### src/rtl/ute_pkg.sv
// Shared types, constants and helpers of the unique trigram extractor.
package ute_pkg;

  localparam int ALPHABET_SIZE = 95;
  localparam int MAP_BITS      = ALPHABET_SIZE * ALPHABET_SIZE * ALPHABET_SIZE;
  localparam int BYTE_W        = 8;
  localparam int CHAR_W        = 7;
  localparam int IDX_W         = $clog2(MAP_BITS);
  localparam int COUNT_W       = 20;

  localparam logic [BYTE_W-1:0] FIRST_PRINTABLE = 8'h20;
  localparam logic [BYTE_W-1:0] UPPER_A         = 8'h41;
  localparam logic [BYTE_W-1:0] UPPER_Z         = 8'h5A;
  localparam logic [BYTE_W-1:0] CASE_OFFSET     = 8'h20;

  localparam int WORD_BITS = 64;
  localparam int BIT_W     = $clog2(WORD_BITS);
  localparam int WORDS     = (MAP_BITS + WORD_BITS - 1) / WORD_BITS;
  localparam int WADDR_W   = $clog2(WORDS);

  localparam int EP_W = 8;
  localparam logic [EP_W-1:0] EP_CLEAN = {EP_W{1'b1}};
  localparam logic [EP_W-1:0] EP_LAST  = EP_CLEAN - EP_W'(1);
  localparam int ENTRY_W = EP_W + WORD_BITS;

  localparam int MID_DEPTH = 4;
  localparam int MQ_PTR_W  = $clog2(MID_DEPTH);
  localparam int MQ_CNT_W  = $clog2(MID_DEPTH + 1);
  localparam int OUT_DEPTH = 4;
  localparam int OQ_PTR_W  = $clog2(OUT_DEPTH);
  localparam int OQ_CNT_W  = $clog2(OUT_DEPTH + 1);

  typedef struct packed {
    logic [IDX_W-1:0]  idx;
    logic [CHAR_W-1:0] t0;
    logic [CHAR_W-1:0] t1;
    logic [CHAR_W-1:0] t2;
    logic              cand;
    logic              first;
    logic              last;
  } mid_item_t;

  typedef struct packed {
    logic [CHAR_W-1:0]  t0;
    logic [CHAR_W-1:0]  t1;
    logic [CHAR_W-1:0]  t2;
    logic               valid;
    logic               eob;
    logic [COUNT_W-1:0] count;
  } out_item_t;

  function automatic logic [BYTE_W-1:0] fold_case(input logic [BYTE_W-1:0] c);
    logic [BYTE_W-1:0] r;
    r = c;
    if (c >= UPPER_A && c <= UPPER_Z) r = c + CASE_OFFSET;
    return r;
  endfunction

  function automatic logic is_printable(input logic [BYTE_W-1:0] c);
    return (c >= FIRST_PRINTABLE) && (c < FIRST_PRINTABLE + BYTE_W'(ALPHABET_SIZE));
  endfunction

  function automatic logic [CHAR_W-1:0] digit_of(input logic [BYTE_W-1:0] c);
    logic [BYTE_W-1:0] d;
    d = c - FIRST_PRINTABLE;
    return d[CHAR_W-1:0];
  endfunction

endpackage

### src/rtl/ute_front.sv
// Front end: case folding, trigram window and map index of each accepted byte.
module ute_front (
  input  logic                      clk,
  input  logic                      rst_n,
  input  logic [ute_pkg::BYTE_W-1:0] in_data_byte,
  input  logic                      in_first_of_buffer,
  input  logic                      in_last_of_buffer,
  input  logic                      in_push,
  output logic                      in_full,
  input  logic                      q_full,
  output logic                      q_push,
  output ute_pkg::mid_item_t        q_item
);
  import ute_pkg::*;

  logic [BYTE_W-1:0] p0_r, p1_r, p0_nxt, p1_nxt;
  logic [1:0]        seen_r, seen_nxt;
  logic [BYTE_W-1:0] c, p0, p1;
  logic [1:0]        seen;
  logic              accept;
  logic              cand;
  logic [IDX_W-1:0]  idx;

  assign in_full = q_full;
  assign accept  = in_push && !q_full;

  always_comb begin
    c    = fold_case(in_data_byte);
    p0   = in_first_of_buffer ? '0 : p0_r;
    p1   = in_first_of_buffer ? '0 : p1_r;
    seen = in_first_of_buffer ? 2'd0 : seen_r;
    cand = (seen == 2'd2) && is_printable(p0) && is_printable(p1) && is_printable(c);
    idx  = IDX_W'(digit_of(p0)) * IDX_W'(ALPHABET_SIZE * ALPHABET_SIZE)
         + IDX_W'(digit_of(p1)) * IDX_W'(ALPHABET_SIZE)
         + IDX_W'(digit_of(c));

    q_item.idx   = cand ? idx : '0;
    q_item.t0    = p0[CHAR_W-1:0];
    q_item.t1    = p1[CHAR_W-1:0];
    q_item.t2    = c[CHAR_W-1:0];
    q_item.cand  = cand;
    q_item.first = in_first_of_buffer;
    q_item.last  = in_last_of_buffer;
    q_push = accept && (cand || in_first_of_buffer || in_last_of_buffer);

    p0_nxt   = p0_r;
    p1_nxt   = p1_r;
    seen_nxt = seen_r;
    if (accept) begin
      p0_nxt   = p1;
      p1_nxt   = c;
      seen_nxt = (seen == 2'd2) ? seen : seen + 2'd1;
    end
  end

  always_ff @(posedge clk) begin
    if (!rst_n) begin
      p0_r   <= '0;
      p1_r   <= '0;
      seen_r <= '0;
    end else begin
      p0_r   <= p0_nxt;
      p1_r   <= p1_nxt;
      seen_r <= seen_nxt;
    end
  end

endmodule

### config.mk
export PLATFORM = sky130hd
export DESIGN_NAME = ute_front
export DESIGN_NICKNAME = d
export VERILOG_FILES = /design/src/rtl/ute_pkg.sv /design/src/rtl/ute_front.sv
export SDC_FILE = /design/constraint.sdc
export NUM_CORES = 1
export LEC_CHECK = 0
export BUFFER_PORTS_ARGS = -buffer_cell sky130_fd_sc_hd__buf_2
export CAP_MARGIN = 20
export CELL_PAD_IN_SITES_DETAIL_PLACEMENT = 1
export CELL_PAD_IN_SITES_GLOBAL_PLACEMENT = 1
export CORE_ASPECT_RATIO = 1.2
export CORE_UTILIZATION = 41
export DETAILED_ROUTE_END_ITERATION = 12
export PLACE_DENSITY_LB_ADDON = 0.1
export SYNTH_ARGS = -nofsm -noshare
export SYNTH_HDL_FRONTEND = slang
export SYNTH_SLANG_ARGS = --single-unit
### constraint.sdc
create_clock -name clk -period 6.9 [get_ports clk]
set_clock_uncertainty 0.15 [all_clocks]
set_input_delay 1.035 -clock clk [delete_from_list [all_inputs] [get_ports clk]]
set_output_delay 1.035 -clock clk [all_outputs]
set_load 0.05 [all_outputs]
==> summary.md <==
| Metric | Value |
|---|---|
| Status | finished, violations left |
| Failing checks | setup timing |
| Die area | roughly 0.011 sq mm |
| Clock Tree Root | clkbuf_16 |
| CTS tree | done |
| Fin crit share | 105% |
| Via count | around 3,600 |
| R2r endpoint | p0_r[4] |
| CTS clock-pin slew for the worst setup and hold paths | ~0.050 ns |
| Mapped Cells | 476 |
| Final hold vios | 0 |
| Distinct cell type count after synthesis | 46 |
| Worst Tran Pin Value | 0.554 ns |
| Worst endpoint required time | between 5 and 6 ns |
| Crit path kind | in -> out |
| R2r setup slk | roughly 5.6 ns |
| Total congestion overflow | 0 |
| Crit path launch | in_first_of_buffer |
| FFs w/ async S/R, synth | 0% |
| CTS buffer count | 3 |
| First-pass GRT wire length | between 15,000 and 20,000 um |
| # IOs | 60 |
| FP Rows | 40 |
| Post-synth top area share | between 30% and 40% |
| FILL cells | about 1,100 |
| Setup Viol. Count Final | 10 |
| Layout cell share with drive strength beyond 1 | 41.3% |
| Worst R2R Start | p1_r[4] |
| Synth Register Bits | 18 |
| HPWL after detailed placement | 9930 um |
| Max-cap violations | 0 |
| Reg2Reg Depth | 5 |
| Iter 0 DRT Violations | just over 70 |
| Pleak | about 0.0032 uW |
| Fin crit period | slightly above 7 ns |
| CP arrival | about 6.0 ns |
| Seq. cell area | ~360 sq um |
| HP Class | reg -> reg |
| Final slew viol count | 0 |
| Synth area leaders | ha_1 (31%), fa_1 (21%), dfxtp_1 (8.5%) |
| Fin util | about three fifths |
| Final net count | 762 |
| Total Routing Usage GR | a little under a quarter |
| Final Worst Setup Slack | -0.326 ns |
| Mapped Area | about 0.0043 sq mm |
| Htree depth | 1 |
| Post-synthesis sequential area ratio | roughly 8.5% |
| Mean Syn Cell Area | 8.93 sq um |
| Routed Antenna Nets | 0 |
| Average wire per standard cell | between 15 and 20 um |
| Synth area leader | ha_1 |
| Clock buffer depth | 2 |
| Synth cell count leaders | ha_1 (104), inv_1 (89), fa_1 (45) |
| DRT Wirelength | ~12,000 um |
| Initial Util | 42.3% |
| Synth Net Count | 639 |
| Synth warn | 0 |
| Count leader, synth | ha_1 |
| Crit path capture | q_item[42] |
| Sink Count | 18 |
| Area of the multi-input gates | between 0.003 and 0.004 sq mm |
| Final instance area | 0.00601 sq mm |
| Inserted Diodes | 0 |
| Setup crit start kind | primary input |
| Vias in the first global route | slightly above 4,000 |
| 1st-pass router iterations | 4 |
| Skew-Pair Late Insertion Delay | 0.26 ns |
| PD cells | between 150 and 200 mW/mm^2 |
| Pin count of the biggest net entering global routing | 20 |
| Peak VDD IR | between 200 and 300 uV |
| Core ar. | a little over 0.01 sq mm |
| Worst-path maximum fanout | 8 |
| Number of antenna violations at the first check in global routing | 0 |
| Die width | roughly 95 um |
| GPL Wtd Cong | around 0.8 |
| Die Ht | approximately 110 um |
| EDFF count, synth | 0 |
| Max Fclk | around 140 MHz |
| CP endpoint kind | output pin |
| Routed vias/inst | 5.04 |
| Unrepaired setup endpoints after global routing | yes |
| Main synth FF type | dfxtp_1 |
| DR DRC count | 0 |
| Rel. slew slack | 63.0% |
| Placed inst area | about 0.0052 sq mm |
| Port Buffers | 59 |
| Area grow syn2layout | 41.4% |
==> what timing repair did <==
action / 4_1_cts / 5_1_grt
setup endpoints to repair: 12 / 14
pin swaps: 57 / 48
resized for setup: 71 / 44
hold buffers: 0 / 0
buffers inserted: 11 / 13
==> how the worst min path moves through the flow <==
stage / startpoint / endpoint / slack, ns / cells past startpoint
4_1_cts: seen_r[1] / seen_r[1] / 0.32 / 2
6_report: p0_r[7] / p0_r[7] / 0.32 / 2
2_1_floorplan: p0_r[7] / p0_r[7] / 0.29 / 2
3_5_place_dp: seen_r[1] / seen_r[1] / 0.32 / 2
5_1_grt: seen_r[1] / seen_r[1] / 0.35 / 2
3_3_place_gp: seen_r[0] / seen_r[0] / 0.30 / 2
==> cell usage in the layout, fill, tap and decap left out, types with 9 or more instances in the layout <==
master,count
buf_4,77
a21boi_0,15
ha_4,19
nand2_1,37
fa_1,38
buf_6,18
ha_1,82
buf_2,46
nor2_1,11
dfxtp_1,18
a21oi_1,9
inv_1,81
nand2b_1,11
==> sequential cells by signal (all words and copies together) (netlist names) <==
name and flops:
p1_r 8, seen_r 2, p0_r 8
==> per-layer routing <==
| layer | track usage [%] | vias up | share of wire (%) |
|---|---|---|---|
| met5 | 0 | - | 0 |
| met4 | 8.59 | 0 | 2.7 |
| met3 | 0.600 | 21 | 1.3 |
| met2 | 43.8 | 50 | 55 |
| met1 | 28.8 | 1809 | 41 |
| li1 | - | 1769 | - |
==> kinds of logic after synthesis <==
family                   after synthesis  share of synthesized area (%)
AND/OR/NAND/NOR                      113                           14.0
flip-flops                            18                           8.48
adder cells (fa/ha/maj)              149                           51.8
AO/OA/AOI/OAI                         62                           10.0
buffers and inverters                117                           12.1
XOR/XNOR                              16                           3.30
multiplexers                           1                          0.236
==> worst max-delay path: stages <==
cell and delay [ns]:
buf_12 0.11, nand2b_4 0.15, buf_12 0.13, ha_4 0.29, inv_4 0.04, ha_4 0.25
inv_2 0.03, fa_1 0.50, inv_2 0.05, fa_2 0.57, fa_2 0.44, fa_2 0.35
fa_1 0.57, ha_4 0.23, o211a_1 0.21, a211oi_2 0.19, a21oi_2 0.10, a311oi_2 0.24
nor2_1 0.12, xnor2_2 0.16, nor2_4 0.10, buf_8 0.16
==> power breakdown <==
group          switching [uW]  internal (uW)  leakage, uW
registers                3.89            107     0.000146
clock network            46.0           88.6    0.0000442
logic                     375            367      0.00302
total                     425            563      0.00321
==> stage by stage <==
| step | worst slack, ns | setup TNS, ns | total power, uW | std cells | hold slack (ns) |
|---|---|---|---|---|---|
| 2_1_floorplan | -0.189 | -0.371 | 476 | 476 | 0.291 |
| 3_3_place_gp | -0.427 | -3.37 | 625 | 701 | 0.300 |
| 3_5_place_dp | -0.596 | -4.70 | 648 | 701 | 0.315 |
| 4_1_cts | -0.442 | -3.18 | 907 | 715 | 0.323 |
| 5_1_grt | -0.480 | -3.68 | 1060 | 724 | 0.349 |
| 6_report | -0.326 | -2.22 | 989 | 724 | 0.324 |
==> area by class of cell <==
cell class,instances,area share (%)
multi-input combinational,341,66.2
timing repair buffer,145,18.0
sequential,18,6.00
inverter,90,5.75
tap,126,2.62
clock buffer,4,1.48
Note: power is estimated with default switching activity, not from simulation.
