## src/rtl/ute_pkg.sv

```systemverilog
// Shared types, constants and helpers of the unique trigram extractor.
package ute_pkg;

  localparam int ALPHABET_SIZE = 95;
  localparam int MAP_BITS      = ALPHABET_SIZE * ALPHABET_SIZE * ALPHABET_SIZE;
  localparam int BYTE_W        = 8;
  localparam int CHAR_W        = 7;
  localparam int IDX_W         = $clog2(MAP_BITS);
  localparam int COUNT_W       = 20;

  localparam logic [BYTE_W-1:0] FIRST_PRINTABLE = 8'h20;
  localparam logic [BYTE_W-1:0] UPPER_A         = 8'h41;
  localparam logic [BYTE_W-1:0] UPPER_Z         = 8'h5A;
  localparam logic [BYTE_W-1:0] CASE_OFFSET     = 8'h20;

  localparam int WORD_BITS = 64;
  localparam int BIT_W     = $clog2(WORD_BITS);
  localparam int WORDS     = (MAP_BITS + WORD_BITS - 1) / WORD_BITS;
  localparam int WADDR_W   = $clog2(WORDS);

  localparam int EP_W = 8;
  localparam logic [EP_W-1:0] EP_CLEAN = {EP_W{1'b1}};
  localparam logic [EP_W-1:0] EP_LAST  = EP_CLEAN - EP_W'(1);
  localparam int ENTRY_W = EP_W + WORD_BITS;

  localparam int MID_DEPTH = 4;
  localparam int MQ_PTR_W  = $clog2(MID_DEPTH);
  localparam int MQ_CNT_W  = $clog2(MID_DEPTH + 1);
  localparam int OUT_DEPTH = 4;
  localparam int OQ_PTR_W  = $clog2(OUT_DEPTH);
  localparam int OQ_CNT_W  = $clog2(OUT_DEPTH + 1);

  typedef struct packed {
    logic [IDX_W-1:0]  idx;
    logic [CHAR_W-1:0] t0;
    logic [CHAR_W-1:0] t1;
    logic [CHAR_W-1:0] t2;
    logic              cand;
    logic              first;
    logic              last;
  } mid_item_t;

  typedef struct packed {
    logic [CHAR_W-1:0]  t0;
    logic [CHAR_W-1:0]  t1;
    logic [CHAR_W-1:0]  t2;
    logic               valid;
    logic               eob;
    logic [COUNT_W-1:0] count;
  } out_item_t;

  function automatic logic [BYTE_W-1:0] fold_case(input logic [BYTE_W-1:0] c);
    logic [BYTE_W-1:0] r;
    r = c;
    if (c >= UPPER_A && c <= UPPER_Z) r = c + CASE_OFFSET;
    return r;
  endfunction

  function automatic logic is_printable(input logic [BYTE_W-1:0] c);
    return (c >= FIRST_PRINTABLE) && (c < FIRST_PRINTABLE + BYTE_W'(ALPHABET_SIZE));
  endfunction

  function automatic logic [CHAR_W-1:0] digit_of(input logic [BYTE_W-1:0] c);
    logic [BYTE_W-1:0] d;
    d = c - FIRST_PRINTABLE;
    return d[CHAR_W-1:0];
  endfunction

endpackage

```

## src/rtl/ute_mid_queue.sv

```systemverilog
// Short queue of classified bytes between the front end and the map stage.
module ute_mid_queue (
  input  logic               clk,
  input  logic               rst_n,
  input  logic               push,
  input  ute_pkg::mid_item_t item_in,
  output logic               full,
  input  logic               pop,
  output logic               head_valid,
  output ute_pkg::mid_item_t head
);
  import ute_pkg::*;

  mid_item_t             mem_r [MID_DEPTH];
  logic [MQ_PTR_W-1:0]   wp_r, rp_r, wp_nxt, rp_nxt;
  logic [MQ_CNT_W-1:0]   cnt_r, cnt_nxt;
  logic                  do_push, do_pop;

  assign full       = (cnt_r == MQ_CNT_W'(MID_DEPTH));
  assign head_valid = (cnt_r != '0);
  assign head       = mem_r[rp_r];
  assign do_push    = push && !full;
  assign do_pop     = pop && head_valid;

  always_comb begin
    wp_nxt  = do_push ? wp_r + MQ_PTR_W'(1) : wp_r;
    rp_nxt  = do_pop ? rp_r + MQ_PTR_W'(1) : rp_r;
    cnt_nxt = cnt_r + MQ_CNT_W'(do_push) - MQ_CNT_W'(do_pop);
  end

  always_ff @(posedge clk) begin
    if (do_push) mem_r[wp_r] <= item_in;
  end

  always_ff @(posedge clk) begin
    if (!rst_n) begin
      wp_r  <= '0;
      rp_r  <= '0;
      cnt_r <= '0;
    end else begin
      wp_r  <= wp_nxt;
      rp_r  <= rp_nxt;
      cnt_r <= cnt_nxt;
    end
  end

endmodule

```

## config.mk

```make
export PLATFORM = sky130hd
export DESIGN_NAME = ute_mid_queue
export DESIGN_NICKNAME = d
export VERILOG_FILES = /design/src/rtl/ute_pkg.sv /design/src/rtl/ute_mid_queue.sv
export SDC_FILE = /design/constraint.sdc
export NUM_CORES = 1
export LEC_CHECK = 0
export BUFFER_PORTS_ARGS = -buffer_cell sky130_fd_sc_hd__buf_2
export CAP_MARGIN = 20
export CORE_ASPECT_RATIO = 1.4
export CORE_MARGIN = 2
export CORE_UTILIZATION = 45
export CTS_CLUSTER_SIZE = 40
export DETAILED_ROUTE_END_ITERATION = 10
export PLACE_DENSITY = 0.71
export SLEW_MARGIN = 20
export SYNTH_ARGS = -nofsm -noshare
export SYNTH_HDL_FRONTEND = slang
export SYNTH_SLANG_ARGS = --single-unit
```

## constraint.sdc

```tcl
create_clock -name clk -period 6.8 [get_ports clk]
set_clock_uncertainty 0.05 [all_clocks]
set_input_delay 0.68 -clock clk [delete_from_list [all_inputs] [get_ports clk]]
set_output_delay 0.68 -clock clk [all_outputs]
set_load 0.01 [all_outputs]
```

==> run summary, run 1 <==
status - complete, no violations
initial antenna violation count - 3
Max-slew headroom - 0.410
hold buffers post-CTS - 0
Critical Path End Type - output port
Chip Height - 150 microns
Pwr Total - 3.05 mW
first-pass GRT wire length - 17200 microns
setup TNS - 0 ns
final wirelength - 11300 microns
post-DR vias/cell - 5.15
gpl congestion - 0.697
drt first pass iters - 4
WP data required - 6.07 ns
residual DRC count - 0
Synth Area in Adders - 0.0138
fmax - 336 MHz
Post-synth top cells - edfxtp_1, mux4_2, dfxtp_1
Synth Area in Simple Gates - 0.0149
CTS Sinks - 185
final setup violation count - 0
DP HPWL - 6610 microns
RSZ-0062 raised after global routing - no
met3 usage - 0.0502
largest net degree at the start of global routing - 45
Worst-Skew Late Latency - 0.41 ns
TritonCTS buffer count - 17
Peak supply drop - 155 uV
post-synthesis mux area share - 0.149
Max clock buf depth - 2
Final Max Slew Viols - 0
Pwr Density - 377 nW/um^2
global routing met1 resource utilization - 0.170
post-layout util - 0.540
largest family of logic cells by synthesized area - multiplexers
Total Routing Usage GR - 0.147
Pleak - 2.73 nW
Slew @ Worst Pin - 0.885 ns
Synth Area in Compound Gates - 0.00254
CP Data Arrival Time - 2.25 ns
post-route ant nets - 0
cells after synthesis - 278
Clk pin slew, worst setup/hold paths - 0.07 ns
I/O Pins - 94
DR vias - 3018
share of synthesized registers carrying an async set or reset - 0
GR Util met2 - 0.250
CTS tree - yes
root buffer cell - clkbuf_16
Final Cycle Share - 0.438
CTS H-tree lvls - 4
Syn-to-layout area delta - 17.6%
synth top area cells - edfxtp_1, mux4_2, dfxtp_1, mux4_1, buf_12
YS warnings - 0
class of the worst hold path - input pin to flip-flop
die area - 16300 sq um
CORE AREA - 15000 sq um
initial core utilization - 0.459
post-synth net total - 333
cell taking the most area after synthesis - edfxtp_1
postcts setup bufs - 0
total gr overflow - 0
Layout Nets - 434
Yosys cell types - 21
Critical Path Fanout Max - 44
number of flops mapped to enable cells by yosys - 176
most common cell in the netlist - edfxtp_1
GRT Max-Usage Layer - met2
CP Launch Type - flip-flop
Synth Cell Area - 6890 sq um
synthesized flop and latch total - 185
site row count - 53
post_cts resized - 0
crit path kind - flip-flop to output port
Main synth FF type - edfxtp_1
Wirelength per Cell - 19.3 microns
Port Buffers - 93
Final Hold Vio Count - 0
register area share after synthesis - 0.794
vias in the first global route - 3281
DIE WIDTH - 109 microns
DR iter-0 viols - 147
layout cells sized above 1 - 0.431
syn avg cell area - 24.8 sq um
top-area cell type share of the netlist area - 0.768
xor and xnor area share after synthesis - 0.00509
shortest period the worst path allows - 2.98 ns
Max-cap violations - 0
## power by group
group / leakage [nW] / switching (mW) / total [mW] / internal [mW]
clock network: 0.287 / 0.406 / 0.990 / 0.583
registers: 1.69 / 0.113 / 1.50 / 1.38
logic: 0.758 / 0.257 / 0.562 / 0.305
## sequential cells by signal (all words and copies together), names as in the netlist, named ones only
register  flops
cnt_r         3
mem_r       176
wp_r          2
rp_r          2
## through the flow
stage	setup WS (ns)	area (sq um)	hold WS, ns	cells
finish	3.82	8100	0.423	586
global route	3.67	8090	0.409	584
CTS	3.77	8090	0.409	584
detailed placement	3.97	7490	0.446	552
global placement	4.13	7480	0.431	552
floorplan	4.32	6890	0.418	278
## kinds of logic after synthesis
kind of cell,Yosys count
buffers and inverters,17
flip-flops,185
adder cells (fa/ha/maj),7
AND/OR/NAND/NOR,17
XOR/XNOR,4
AO/OA/AOI/OAI,2
multiplexers,46
## critical path, cell delays in order, from the launching register on
cell and delay, ns:
dfxtp_4 0.91, mux4_1 0.69, buf_2 0.17
## worst paths after layout
path | start | endpoint | slack, ns | cells after the start
worst max-delay path | flip-flop | head[42] | 3.82 | 2
worst min register to register | wp_r[1] | wp_r[1] | 0.45 | 2
worst min-delay path | item_in[13] | mem_r[0][13] | 0.42 | 1
worst max register to register | cnt_r[1] | cnt_r[2] | 4.23 | 11
## area by class of cell
| class | count | area [sq um] |
|---|---|---|
| Antenna cell | 2 | 5.00 |
| Clock buffer | 19 | 433 |
| Clock inverter | 13 | 170 |
| Fill cell | 1162 | 6890 |
| Inverter | 5 | 18.8 |
| Multi-Input combinational cell | 76 | 1280 |
| Sequential cell | 185 | 5470 |
| Tap cell | 192 | 240 |
| Timing Repair Buffer | 94 | 473 |
## cells in the final DEF (no fill, tap or decap)
master and n:
fa_1 1, ha_1 6, clkinv_4 3, clkinv_1 2, or3_1 1, mux2i_1 2, nand2_1 4, mux4_2 40
buf_2 93, clkbuf_1 2, edfxtp_1 176, and2_1 3, and2_2 1, diode_2 2, clkinvlp_4 2, nor2b_1 4
inv_6 1, dfxtp_1 7, mux4_1 4, o311ai_1 1, xnor2_1 4, dfxtp_4 2, o31a_1 1, bufinv_16 3
buf_4 1, inv_1 5, clkbuf_16 17, and2_4 3, inv_8 2, nor3b_2 1
## per-layer routing
layer | up-vias | wire length, microns
met5 | - | 13
met4 | 2 | 162
met3 | 13 | 638
met2 | 72 | 6120
met1 | 1566 | 4400
li1 | 1365 | -
No activity file was read; power rests on OpenSTA's default activity.
==> run 2, diff against run 1 <==
Settings changed: ABC_AREA set to 1.
Clock period 6.8 ns to 2.9 ns, I/O delays scaled along.
==> run summary, run 2 <==
DR vias - 4238
leading registers by flop count - mem_r x176, cnt_r x3
Synth Area in Adders - 0.0134
RSZ-0062 raised after global routing - no
Sw Pwr - 2.23 mW
commonest non-fill, non-tap cells in the layout - edfxtp_1, buf_2, nor2_1
gpl congestion - 0.752
CP Data Arrival Time - 2.04 ns
largest family of logic cells by synthesized area - compound AO/OA/AOI/OAI gates
DP HPWL - 8270 microns
Comb power frac - 0.226
CTS tree - yes
WP data required - 2.56 ns
TritonCTS buffer count - 17
CTS Sinks - 185
met2 routed WL - 7290 microns
root buffer cell - clkbuf_16
Layout Nets - 639
CP Launch Type - flip-flop
DR iter-0 viols - 280
Port Buffers - 93
Final Max Slew Viols - 0
Pleak - 2.97 nW
Post-Layout Cell Count - 794
Critical Path End Type - output port
synth top area cells - edfxtp_1, o21ai_0, nor2_1, o22ai_1, dfxtp_1
WL met1 - 5720 microns
syn avg cell area - 14.4 sq um
max FFs per register - 176
Critical Path Fanout Max - 88
storage element area - 5470 sq um
CTS H-tree lvls - 4
Max clock buf depth - 2
Layout fillers - 1234
final worst slack - 0.518 ns
Syn-to-layout area delta - 18.2%
Worst-Skew Late Latency - 0.41 ns
crit path kind - flip-flop to output port
residual DRC count - 0
fmax - 420 MHz
Placed Area - 7770 sq um
Biggest register - mem_r
metal3 WL - 925 microns
share of synthesized registers carrying an async set or reset - 0
Net Sw Frac - 0.303
Pwr Density - 878 nW/um^2
final hold slack - 0.0333 ns
first-pass GRT wire length - 22300 microns
largest net degree at the start of global routing - 89
top-area cell type share of the netlist area - 0.746
Clk pin slew, worst setup/hold paths - 0.07 ns
DR top layer - met4
Slew @ Worst Pin - 0.649 ns
Total Routing Usage GR - 0.177
post_cts resized - 0
xor and xnor area share after synthesis - 0
Design Area, Final - 8380 sq um
vias in the first global route - 4360
status - complete, no violations
CORE AREA - 15500 sq um
die area - 16800 sq um
initial core utilization - 0.458
layout cells sized above 1 - 0.270
Chip Height - 153 microns
Peak supply drop - 438 uV
DIE WIDTH - 110 microns
final setup violation count - 0
most common cell in the netlist - edfxtp_1
site row count - 54
register area share after synthesis - 0.771
Synth Area in Simple Gates - 0.0655
share of power burned in registers - 0.457
Synth Cell Area - 7090 sq um
final wirelength - 14200 microns
Inst Count DP - 761
post-layout util - 0.541
Yosys cell types - 22
Main synth FF type - edfxtp_1
Post-synth top cells - edfxtp_1, nor2_1, o21ai_0
hold buffers post-CTS - 0
initial antenna violation count - 1
Final Hold Vio Count - 0
postcts setup bufs - 0
Pwr Total - 7.36 mW
total gr overflow - 0
commonest non-fill, non-tap cell in the layout - edfxtp_1
post-synth net total - 546
multi-input logic area - 1410 sq um
shortest period the worst path allows - 2.38 ns
Wirelength per Cell - 17.9 microns
drt first pass iters - 4
Final Cycle Share - 0.821
Synth Area in Compound Gates - 0.115
post-route ant nets - 0
post-DR vias/cell - 5.34
clock network power share - 0.317
class of the worst hold path - input pin to flip-flop
I/O Pins - 94
pre-CTS setup slack - 0.555 ns
Max-cap violations - 0
synthesized flop and latch total - 185
cells after synthesis - 491
setup TNS - 0 ns
number of flops mapped to enable cells by yosys - 176
cell taking the most area after synthesis - edfxtp_1
Max-slew headroom - 0.567
post-synthesis mux area share - 0
Pint - 5.13 mW
YS warnings - 0
[run 2: power by group through the flow]
stage,sequential [mW],clock [mW],combinational [mW]
after detailed placement,3.42,0,1.69
after global placement,3.41,0,1.64
final,3.36,2.33,1.66
after CTS,3.36,2.38,1.70
after global routing,3.39,2.48,1.86
after floorplan,3.39,0,1.10
[run 2: per-layer routing]
layer / GRT usage / vias to the layer above
met3: 0.0483 / 14
met4: 0.0639 / 0
met1: 0.220 / 2089
met2: 0.293 / 126
met5: 0 / -
li1: - / 2009
[run 2: worst max-delay path, stage by stage, from the launching register on]
cell	delay [ns]
dfxtp_4	0.43
inv_6	0.49
o21ai_0	0.18
o22ai_1	0.29
buf_2	0.20
[run 2: cell families after synthesis]
logic type,Yosys count
AO/OA/AOI/OAI,139
adder cells (fa/ha/maj),7
buffers and inverters,44
flip-flops,185
AND/OR/NAND/NOR,116
[run 2: layout make-up]
cell class                      instances  area share
Antenna cell                            1    0.000299
Timing Repair Buffer                  101      0.0687
Tap cell                              196      0.0293
Inverter                               17     0.00821
Sequential cell                       185       0.653
Clock inverter                         15      0.0218
Clock buffer                           17      0.0508
Multi-Input combinational cell        262       0.168
[run 2: final timing paths]
path / from / endpoint / slack (ns) / cells past startpoint
max: flip-flop / head[38] / 0.52 / 4
max reg2reg: cnt_r[1] / cnt_r[2] / 0.54 / 10
min reg2reg: rp_r[0] / flip-flop / 0.45 / 2
min: item_in[19] / mem_r[2][19] / 0.03 / 1
